[config.mk]
export PLATFORM = sky130hd
export DESIGN_NAME = shortest_seek_request_picker
export DESIGN_NICKNAME = d
export VERILOG_FILES = /design/src/rtl/ssp_pkg.sv /design/src/rtl/ssp_ram.sv /design/src/rtl/ssp_scan_unit.sv /design/src/rtl/shortest_seek_request_picker.sv
export SDC_FILE = /design/constraint.sdc
export NUM_CORES = 2
export LEC_CHECK = 0
export ABC_AREA = 1
export BUFFER_PORTS_ARGS = -buffer_cell sky130_fd_sc_hd__clkbuf_2
export CAP_MARGIN = 40
export CORE_MARGIN = 2
export CORE_UTILIZATION = 45
export DETAILED_ROUTE_END_ITERATION = 8
export PLACE_DENSITY = 0.61
export SYNTH_ARGS = -nofsm -noshare
export SYNTH_HDL_FRONTEND = slang
export SYNTH_SLANG_ARGS = --single-unit
[constraint.sdc]
create_clock -name clk -period 15.3 [get_ports clk]
set_clock_uncertainty 0.1 [all_clocks]
set_input_delay 1.53 -clock clk [delete_from_list [all_inputs] [get_ports clk]]
set_output_delay 1.53 -clock clk [all_outputs]
set_load 0.01 [all_outputs]
[src/rtl/ssp_pkg.sv]
// ----------------------------------------------------------------------------
// ssp_pkg
// Shared codes and types for the shortest-seek request picker.
// ----------------------------------------------------------------------------
`default_nettype none

package ssp_pkg;

  // Command codes on in_cmd.
  localparam logic [1:0] CMD_ADD      = 2'd0;
  localparam logic [1:0] CMD_DISPATCH = 2'd1;
  localparam logic [1:0] CMD_REMOVE   = 2'd2;

  // Result status codes on out_status.
  localparam logic [2:0] ST_ADDED      = 3'd0;
  localparam logic [2:0] ST_DISPATCHED = 3'd1;
  localparam logic [2:0] ST_EMPTY      = 3'd2;
  localparam logic [2:0] ST_FULL       = 3'd3;
  localparam logic [2:0] ST_REMOVED    = 3'd4;
  localparam logic [2:0] ST_NOTFOUND   = 3'd5;

  // Control of the nearest-entry scan unit.
  typedef struct packed {
    logic clear;
    logic sample;
  } scan_ctl_t;

endpackage

`default_nettype wire

[src/rtl/ssp_ram.sv]
// ----------------------------------------------------------------------------
// ssp_ram
// Generic single-write, single-read RAM with registered read data.
// ----------------------------------------------------------------------------
`default_nettype none

module ssp_ram #(
  parameter int WIDTH  = 8,
  parameter int DEPTH  = 32,
  parameter int ADDR_W = (DEPTH > 1) ? $clog2(DEPTH) : 1
) (
  input  wire logic              clk,
  input  wire logic              wr_en,
  input  wire logic [ADDR_W-1:0] wr_addr,
  input  wire logic [WIDTH-1:0]  wr_data,
  input  wire logic              rd_en,
  input  wire logic [ADDR_W-1:0] rd_addr,
  output logic      [WIDTH-1:0]  rd_data
);

  logic [WIDTH-1:0] mem_r [DEPTH];
  logic [WIDTH-1:0] rd_data_r;

  always_ff @(posedge clk) begin
    if (wr_en) begin
      mem_r[wr_addr] <= wr_data;
    end
    if (rd_en) begin
      rd_data_r <= mem_r[rd_addr];
    end
  end

  assign rd_data = rd_data_r;

endmodule

`default_nettype wire

[src/rtl/ssp_scan_unit.sv]
// ----------------------------------------------------------------------------
// ssp_scan_unit
// Shared seek-distance unit: takes one table word per cycle while sampling,
// forms its distance to the head and keeps the nearest since the last clear.
// ----------------------------------------------------------------------------
`default_nettype none

module ssp_scan_unit #(
  parameter int SECTOR_BITS = 48,
  parameter int TAG_BITS    = 8,
  parameter int IDX_W       = 5
) (
  input  wire logic                   clk,
  input  wire logic                   rst_n,
  input  wire ssp_pkg::scan_ctl_t     ctl,
  input  wire logic [IDX_W-1:0]       idx,
  input  wire logic [SECTOR_BITS-1:0] sector,
  input  wire logic [TAG_BITS-1:0]    tag,
  input  wire logic [SECTOR_BITS-1:0] head,
  output logic      [IDX_W-1:0]       best_idx,
  output logic      [SECTOR_BITS-1:0] best_sector,
  output logic      [TAG_BITS-1:0]    best_tag
);

  logic                   have_r;
  logic [SECTOR_BITS-1:0] best_dist_r;
  logic [IDX_W-1:0]       best_idx_r;
  logic [SECTOR_BITS-1:0] best_sector_r;
  logic [TAG_BITS-1:0]    best_tag_r;

  logic [SECTOR_BITS:0]   diff;
  logic [SECTOR_BITS-1:0] seek_dist;
  logic                   take;

  always_comb begin
    diff = {1'b0, sector} - {1'b0, head};
    seek_dist = diff[SECTOR_BITS] ? (head - sector) : diff[SECTOR_BITS-1:0];
    // A strict compare keeps the earliest entry on equal distances.
    take = !have_r || (seek_dist < best_dist_r);
  end

  always_ff @(posedge clk) begin
    if (!rst_n) begin
      have_r <= 1'b0;
    end else if (ctl.clear) begin
      have_r <= 1'b0;
    end else if (ctl.sample) begin
      have_r <= 1'b1;
    end
    if (ctl.sample && take) begin
      best_dist_r   <= seek_dist;
      best_idx_r    <= idx;
      best_sector_r <= sector;
      best_tag_r    <= tag;
    end
  end

  assign best_idx    = best_idx_r;
  assign best_sector = best_sector_r;
  assign best_tag    = best_tag_r;

endmodule

`default_nettype wire

[src/rtl/shortest_seek_request_picker.sv]
// ----------------------------------------------------------------------------
// shortest_seek_request_picker
// Pending disk request table with add, nearest-sector dispatch and remove.
// ----------------------------------------------------------------------------
// Add: result in the cycle after start, busy stays low (one word per cycle).
// Dispatch: scans the N pending entries through the shared distance unit,
//   picks the nearest, then compacts the table behind that entry k (counted
//   from 0). The single RAM read port makes both passes read one word at a
//   time.
// Remove: scans for the first entry k with the tag, then the same compaction;
//   replies not found after the last entry when no entry matches.
// Empty or full cases answer in the next cycle. The receiver cannot stall.
// Reset clears count, head and last-added positions; table RAM is not cleared.
`default_nettype none

module shortest_seek_request_picker #(
  parameter int QUEUE_DEPTH = 32,
  parameter int SECTOR_BITS = 48,
  parameter int TAG_BITS    = 8
) (
  input  wire logic                   clk,
  input  wire logic                   rst_n,
  input  wire logic                   start,
  output logic                        busy,
  input  wire logic [1:0]             in_cmd,
  input  wire logic [TAG_BITS-1:0]    in_req_tag,
  input  wire logic [SECTOR_BITS-1:0] in_req_sector,
  output logic                        out_valid,
  output logic      [2:0]             out_status,
  output logic      [TAG_BITS-1:0]    out_tag,
  output logic      [SECTOR_BITS-1:0] out_sector,
  output logic                        out_moving_right
);

  localparam int IDX_W   = $clog2(QUEUE_DEPTH);
  localparam int CNT_W   = $clog2(QUEUE_DEPTH + 1);
  localparam int ENTRY_W = SECTOR_BITS + TAG_BITS;
  localparam logic [CNT_W-1:0] FULL_COUNT = CNT_W'(QUEUE_DEPTH);
  localparam logic [CNT_W-1:0] ONE        = CNT_W'(1);

  typedef enum logic [1:0] {S_IDLE, S_SCAN, S_PICK, S_SHIFT} state_t;

  state_t                 state_r, state_nxt;
  logic                   is_remove_r, is_remove_nxt;
  logic [CNT_W-1:0]       count_r, count_nxt;
  logic [SECTOR_BITS-1:0] head_r, head_nxt;
  logic [SECTOR_BITS-1:0] last_add_r, last_add_nxt;
  logic [CNT_W-1:0]       iss_r, iss_nxt;
  logic                   dv_r, dv_nxt;
  logic [CNT_W-1:0]       didx_r, didx_nxt;
  logic [2:0]             res_status_r, res_status_nxt;
  logic [TAG_BITS-1:0]    res_tag_r, res_tag_nxt;
  logic [SECTOR_BITS-1:0] res_sector_r, res_sector_nxt;
  logic                   res_right_r, res_right_nxt;
  logic                   out_valid_r, out_valid_nxt;
  logic [2:0]             out_status_r, out_status_nxt;
  logic [TAG_BITS-1:0]    out_tag_r, out_tag_nxt;
  logic [SECTOR_BITS-1:0] out_sector_r, out_sector_nxt;
  logic                   out_right_r, out_right_nxt;

  logic                   ram_wr_en;
  logic [IDX_W-1:0]       ram_wr_addr;
  logic [ENTRY_W-1:0]     ram_wr_data;
  logic                   ram_rd_en;
  logic [IDX_W-1:0]       ram_rd_addr;
  logic [ENTRY_W-1:0]     ram_rd_data;
  logic [SECTOR_BITS-1:0] rd_sector;
  logic [TAG_BITS-1:0]    rd_tag;
  logic [CNT_W-1:0]       wr_pos;
  logic                   last_word;

  ssp_pkg::scan_ctl_t     scan_ctl;
  logic [IDX_W-1:0]       best_idx;
  logic [SECTOR_BITS-1:0] best_sector;
  logic [TAG_BITS-1:0]    best_tag;

  ssp_ram #(
    .WIDTH (ENTRY_W),
    .DEPTH (QUEUE_DEPTH)
  ) u_table (
    .clk     (clk),
    .wr_en   (ram_wr_en),
    .wr_addr (ram_wr_addr),
    .wr_data (ram_wr_data),
    .rd_en   (ram_rd_en),
    .rd_addr (ram_rd_addr),
    .rd_data (ram_rd_data)
  );

  assign rd_sector = ram_rd_data[ENTRY_W-1:TAG_BITS];
  assign rd_tag    = ram_rd_data[TAG_BITS-1:0];

  ssp_scan_unit #(
    .SECTOR_BITS (SECTOR_BITS),
    .TAG_BITS    (TAG_BITS),
    .IDX_W       (IDX_W)
  ) u_scan (
    .clk         (clk),
    .rst_n       (rst_n),
    .ctl         (scan_ctl),
    .idx         (didx_r[IDX_W-1:0]),
    .sector      (rd_sector),
    .tag         (rd_tag),
    .head        (head_r),
    .best_idx    (best_idx),
    .best_sector (best_sector),
    .best_tag    (best_tag)
  );

  assign wr_pos    = didx_r - ONE;
  assign last_word = (didx_r == (count_r - ONE));

  always_comb begin
    state_nxt      = state_r;
    is_remove_nxt  = is_remove_r;
    count_nxt      = count_r;
    head_nxt       = head_r;
    last_add_nxt   = last_add_r;
    iss_nxt        = iss_r;
    dv_nxt         = dv_r;
    didx_nxt       = didx_r;
    res_status_nxt = res_status_r;
    res_tag_nxt    = res_tag_r;
    res_sector_nxt = res_sector_r;
    res_right_nxt  = res_right_r;
    out_valid_nxt  = 1'b0;
    out_status_nxt = out_status_r;
    out_tag_nxt    = out_tag_r;
    out_sector_nxt = out_sector_r;
    out_right_nxt  = out_right_r;
    ram_wr_en      = 1'b0;
    ram_wr_addr    = count_r[IDX_W-1:0];
    ram_wr_data    = {in_req_sector, in_req_tag};
    ram_rd_en      = 1'b0;
    ram_rd_addr    = iss_r[IDX_W-1:0];
    scan_ctl       = '0;

    unique case (state_r)
      S_IDLE: begin
        if (start) begin
          case (in_cmd)
            ssp_pkg::CMD_ADD: begin
              out_valid_nxt  = 1'b1;
              out_tag_nxt    = in_req_tag;
              out_sector_nxt = in_req_sector;
              if (count_r == FULL_COUNT) begin
                out_status_nxt = ssp_pkg::ST_FULL;
                out_right_nxt  = 1'b0;
              end else begin
                ram_wr_en      = 1'b1;
                count_nxt      = count_r + ONE;
                last_add_nxt   = in_req_sector;
                out_status_nxt = ssp_pkg::ST_ADDED;
                out_right_nxt  = (last_add_r <= in_req_sector);
              end
            end
            ssp_pkg::CMD_DISPATCH: begin
              if (count_r == '0) begin
                out_valid_nxt  = 1'b1;
                out_status_nxt = ssp_pkg::ST_EMPTY;
                out_tag_nxt    = '0;
                out_sector_nxt = '0;
                out_right_nxt  = 1'b0;
              end else begin
                state_nxt      = S_SCAN;
                is_remove_nxt  = 1'b0;
                iss_nxt        = '0;
                dv_nxt         = 1'b0;
                scan_ctl.clear = 1'b1;
              end
            end
            ssp_pkg::CMD_REMOVE: begin
              if (count_r == '0) begin
                out_valid_nxt  = 1'b1;
                out_status_nxt = ssp_pkg::ST_NOTFOUND;
                out_tag_nxt    = in_req_tag;
                out_sector_nxt = '0;
                out_right_nxt  = 1'b0;
              end else begin
                state_nxt     = S_SCAN;
                is_remove_nxt = 1'b1;
                iss_nxt       = '0;
                dv_nxt        = 1'b0;
                res_tag_nxt   = in_req_tag;
              end
            end
            default: begin
            end
          endcase
        end
      end

      S_SCAN: begin
        // Each read is issued in the cycle before its word is used.
        if (iss_r < count_r) begin
          ram_rd_en = 1'b1;
          iss_nxt   = iss_r + ONE;
          dv_nxt    = 1'b1;
          didx_nxt  = iss_r;
        end else begin
          dv_nxt = 1'b0;
        end
        if (dv_r) begin
          if (is_remove_r) begin
            if (rd_tag == res_tag_r) begin
              res_status_nxt = ssp_pkg::ST_REMOVED;
              res_sector_nxt = rd_sector;
              res_right_nxt  = 1'b0;
              iss_nxt        = didx_r + ONE;
              dv_nxt         = 1'b0;
              state_nxt      = S_SHIFT;
            end else if (last_word) begin
              out_valid_nxt  = 1'b1;
              out_status_nxt = ssp_pkg::ST_NOTFOUND;
              out_tag_nxt    = res_tag_r;
              out_sector_nxt = '0;
              out_right_nxt  = 1'b0;
              dv_nxt         = 1'b0;
              state_nxt      = S_IDLE;
            end
          end else begin
            scan_ctl.sample = 1'b1;
            if (last_word) begin
              dv_nxt    = 1'b0;
              state_nxt = S_PICK;
            end
          end
        end
      end

      S_PICK: begin
        res_status_nxt = ssp_pkg::ST_DISPATCHED;
        res_tag_nxt    = best_tag;
        res_sector_nxt = best_sector;
        res_right_nxt  = (head_r <= best_sector);
        head_nxt       = best_sector;
        iss_nxt        = CNT_W'(best_idx) + ONE;
        dv_nxt         = 1'b0;
        state_nxt      = S_SHIFT;
      end

      S_SHIFT: begin
        // Each later word moves down one place to close the gap.
        if (iss_r < count_r) begin
          ram_rd_en = 1'b1;
          iss_nxt   = iss_r + ONE;
          dv_nxt    = 1'b1;
          didx_nxt  = iss_r;
        end else begin
          dv_nxt = 1'b0;
        end
        if (dv_r) begin
          ram_wr_en   = 1'b1;
          ram_wr_addr = wr_pos[IDX_W-1:0];
          ram_wr_data = ram_rd_data;
        end
        if (!(iss_r < count_r) && !dv_r) begin
          count_nxt      = count_r - ONE;
          out_valid_nxt  = 1'b1;
          out_status_nxt = res_status_r;
          out_tag_nxt    = res_tag_r;
          out_sector_nxt = res_sector_r;
          out_right_nxt  = res_right_r;
          state_nxt      = S_IDLE;
        end
      end

      default: begin
        state_nxt = S_IDLE;
      end
    endcase
  end

  always_ff @(posedge clk) begin
    if (!rst_n) begin
      state_r     <= S_IDLE;
      count_r     <= '0;
      head_r      <= '0;
      last_add_r  <= '0;
      dv_r        <= 1'b0;
      out_valid_r <= 1'b0;
    end else begin
      state_r     <= state_nxt;
      count_r     <= count_nxt;
      head_r      <= head_nxt;
      last_add_r  <= last_add_nxt;
      dv_r        <= dv_nxt;
      out_valid_r <= out_valid_nxt;
    end
    is_remove_r  <= is_remove_nxt;
    iss_r        <= iss_nxt;
    didx_r       <= didx_nxt;
    res_status_r <= res_status_nxt;
    res_tag_r    <= res_tag_nxt;
    res_sector_r <= res_sector_nxt;
    res_right_r  <= res_right_nxt;
    out_status_r <= out_status_nxt;
    out_tag_r    <= out_tag_nxt;
    out_sector_r <= out_sector_nxt;
    out_right_r  <= out_right_nxt;
  end

  assign busy             = (state_r != S_IDLE);
  assign out_valid        = out_valid_r;
  assign out_status       = out_status_r;
  assign out_tag          = out_tag_r;
  assign out_sector       = out_sector_r;
  assign out_moving_right = out_right_r;

endmodule

`default_nettype wire

==> flow_metrics.py <==
metrics = {
    "floorplan": {
        "count_of_pins_on_the_block_boundary": 123,
        "die-area_sq_um": 220300,
        "starting_density_of_the_core_pct": 45.36,
        "floorplan.die.height_um": 469.3,
        "dieWidth_um": 469.3,
        "std_cell_rows": 170,
        "core_sq_um": 214800,
    },
    "timing": {
        "fin_hold_ws_ns": 0.3368,
        "final-hold-violation-count": 0,
        "fin_crit_sh_pct": 42.57,
        "slew_headroom_pct": 33.38,
        "post-route-min-period_ns": 6.514,
        "grt_setup_unrepaired": "false",
        "finalWorstSetupSlack_ns": 8.786,
        "tightest_slew_ns": 0.9955,
        "max_freq_ghz": 0.1535,
        "setup_viol": 0,
        "slew_viol_final": 0,
        "finalSetupTns_ns": 0,
    },
    "synth": {
        "synth_cells": 8896,
        "synth.area.top_cells": "edfxtp_1, o21ai_0, nand2_1, nor2_1, o22ai_1",
        "synthArstFlopShare_pct": 0,
        "most_frequently_used_flop_master_after_synthesis": "edfxtp_1",
        "synth_enable_flop_cells": 2089,
        "synthesis.area_sq_um": 97440,
        "ys_ff_latch": 2196,
        "yosys.cell_count.top_type": "edfxtp_1",
        "netlist-cell-type-count": 51,
        "post_synth_most_frequent_cells": "edfxtp_1, nand2_1, nor2_1, o21ai_0, inv_1",
        "synthesis.yosys.warnings": 0,
        "synth_top_area_share_pct": 64.38,
        "yosysSeqAreaShare_pct": 66.58,
        "mappedNetlistNets": 9217,
        "synth_top_cell_by_area": "edfxtp_1",
        "synth.avg_cell_area_sq_um": 10.95,
    },
    "power_and_ir_drop": {
        "leakagePower_nw": 40.01,
        "net-switching-power_mw": 5.797,
        "power.switching_fraction_pct": 34.35,
        "intPower_mw": 11.08,
        "share_seq_of_total_power_pct": 41.0,
        "power.density_nw_per_um2": 153.0,
        "clockPowerShare_pct": 32.2,
        "ir_worst_vdd_mv": 0.1208,
        "report.power.total_mw": 16.88,
        "combPwrFrac_pct": 26.8,
    },
    "grt": {
        "grt_pass1_wl_mm": 450.7,
        "first_global_vias": 65300,
        "grt_usage_pct": 27.52,
        "number_of_antenna_violations_at_the_first_check_in_global_routing": 18,
        "pin_count_of_the_biggest_net_entering_global_routing": 184,
        "grt_util_met3_pct": 4.132,
        "globalRoute.totalOverflow": 0,
        "global_route.peak_usage_layer": "met2",
        "grtUsageMet2_pct": 42.65,
        "gr-usage-met1_pct": 39.95,
    },
    "clock_network": {
        "numClockSinks": 2196,
        "worst_setup_hold_path_clk_slew_ns": 0.06,
        "cts_buf_count": 223,
        "cts_tree": "yes",
        "cts-hold-fix-buffers": 0,
        "clock_insertion_delay_worst_skew_ns": 0.91,
        "clock_tree.buffer_depth": 3,
        "cts.repair_timing.setup_buffer_count": 0,
        "clk_root_buffer_cell": "clkbuf_16",
        "h-tree-depth": 4,
        "post_cts_resized": 0,
    },
    "detailed_routing": {
        "vias_per_cell": 5.812,
        "routed_wire_length_mm": 311.4,
        "vias": 69730,
        "drt_pass1_iterations": 7,
        "ant_nets": 0,
        "routedWlPerCell_um": 25.96,
        "dr.first_iter.drc_count": 8589,
        "drc": 0,
    },
    "setup_path": {
        "timing.critical_path.slowest_cell_delay_ns": 0.61,
        "arrival_ns": 6.91,
        "critical_path_class": "reg2reg",
        "critical_path.endpoint_type": "flip-flop",
        "cpMostUsedCell": "nand2_1",
        "cp.required_ns": 15.70,
        "reg2reg_from": "u_table.rd_data[8]",
        "worst_path_max_delay_cell": "buf_4",
        "critPathLaunchType": "flip-flop",
        "critical_path.reg2reg.endpoint": "u_scan.best_dist_r[14]",
        "reg2reg_slack_ns": 8.79,
        "timing.reg2reg.worst_path_depth": 26,
        "crit_path_max_fanout": 57,
    },
    "final_layout": {
        "final_layout_size_suffix_gt1_share_pct": 8.880,
        "finished_cell_area_sq_um": 110300,
        "num-fill-cells": 18610,
        "num-nets-final": 9283,
        "syn_to_final_growth_pct": 13.23,
    },
    "hold_path": {
        "timing.hold.worst_endpoint": "u_scan.best_sector[10]",
        "hold_depth": 0,
        "hp-start": "u_table.rd_data[18]",
        "hold_class": "reg2reg",
    },
    "placement": {
        "placement.setup.worst_slack_ns": 8.829,
        "gp_congestion": 0.9880,
        "port-buffer-count": 122,
        "post-dp-hpwl_mm": 201.7,
        "placedInstanceArea_sq_um": 103000,
    },
    "run_status": {
        "run_status": "complete, no violations",
    },
    "flow_run": {
        "max-cap-violations": 0,
    },
}
==> layout make-up <==
cell class | instances | area (sq um) | area share, %
Antenna cell | 4 | 10.01 | 0.009073
Clock buffer | 284 | 5901 | 5.348
Clock inverter | 134 | 1370 | 1.242
Inverter | 686 | 2600 | 2.357
Multi-Input combinational cell | 5539 | 28800 | 26.10
Sequential cell | 2196 | 64870 | 58.80
Tap cell | 2838 | 3551 | 3.219
Timing Repair Buffer | 316 | 3223 | 2.921
==> registers in the layout, indices dropped and copies added (netlist names), 6 cells and up, named ones only <==
| name | count |
|---|---|
| out_sector | 48 |
| u_scan.best_dist_r | 48 |
| u_scan.best_sector | 48 |
| res_tag_r | 8 |
| u_scan.best_tag | 8 |
| last_add_r | 48 |
| count_r | 6 |
| u_table.rd_data | 56 |
| u_table.mem_r | 1792 |
| head_r | 48 |
| didx_r | 6 |
| iss_r | 6 |
| res_sector_r | 48 |
| out_tag | 8 |
==> worst max path at each step <==
stage | depth (start not counted) | start | slack [ns] | end
final | 26 | u_table.rd_data[8] | 8.79 | u_scan.best_dist_r[14]
after global routing | 26 | u_table.rd_data[8] | 8.49 | u_scan.best_dist_r[10]
after CTS | 26 | u_table.rd_data[8] | 8.77 | u_scan.best_dist_r[12]
after detailed placement | 26 | u_table.rd_data[8] | 8.83 | u_scan.best_tag[2]
after global placement | 25 | u_table.rd_data[8] | 8.62 | u_scan.best_tag[3]
after floorplan | 25 | u_table.rd_data[8] | 6.29 | u_scan.best_dist_r[0]
==> metrics by stage <==
step                util (%)  std cells
floorplan                  -       8896
global placement       47.21      11500
detailed placement     47.97      11580
CTS                    51.35      11990
global route           51.35      11990
finish                 51.36      12000
==> logic make-up (layout without fill, tap and decap cells) <==
logic type | after synthesis | after routing | share of synthesized area (%)
flip-flops | 2196 | 2196 | 66.58
XOR/XNOR | 71 | 71 | 0.6382
AO/OA/AOI/OAI | 2312 | 2312 | 13.00
buffers and inverters | 1161 | 1420 | 4.687
other | 0 | 4 | 0
adder cells (fa/ha/maj) | 260 | 260 | 3.354
AND/OR/NAND/NOR | 2896 | 2896 | 11.74
==> metal layers <==
layer,vias to the layer above,routed length (um)
li1,31480,-
met1,34540,133900
met2,3223,140900
met3,471,26490
met4,6,10110
met5,-,34
==> cells in the final DEF, fill, tap and decap left out, drive strengths merged, types with 100 or more instances in the layout <==
cell type / count
ha: 258
o22ai: 584
clkbuf: 406
clkinv: 110
o21ai: 1319
inv: 688
edfxtp: 2089
nand2: 1353
dfxtp: 107
o21bai: 100
a21oi: 279
nand3: 131
buf: 194
nor2: 1330
==> critical path, delay by kind of cell (launching register included) <==
family / cells / cell delay, ns
compound gates: 8 / 1.45
buf+inv: 6 / 2.13
simple gates: 9 / 0.84
fa+ha+maj: 3 / 1.06
flops: 1 / 0.37
==> power by group through the flow <==
stage / Clock, mW / Sequential, mW / Combinational [mW]
finish: 5.43 / 6.92 / 4.52
global route: 5.71 / 6.93 / 4.89
CTS: 5.49 / 6.92 / 4.47
detailed placement: 0 / 7.05 / 4.45
global placement: 0 / 7.05 / 4.37
floorplan: 0 / 7.06 / 2.71
Note: power is estimated with default switching activity, not from simulation.
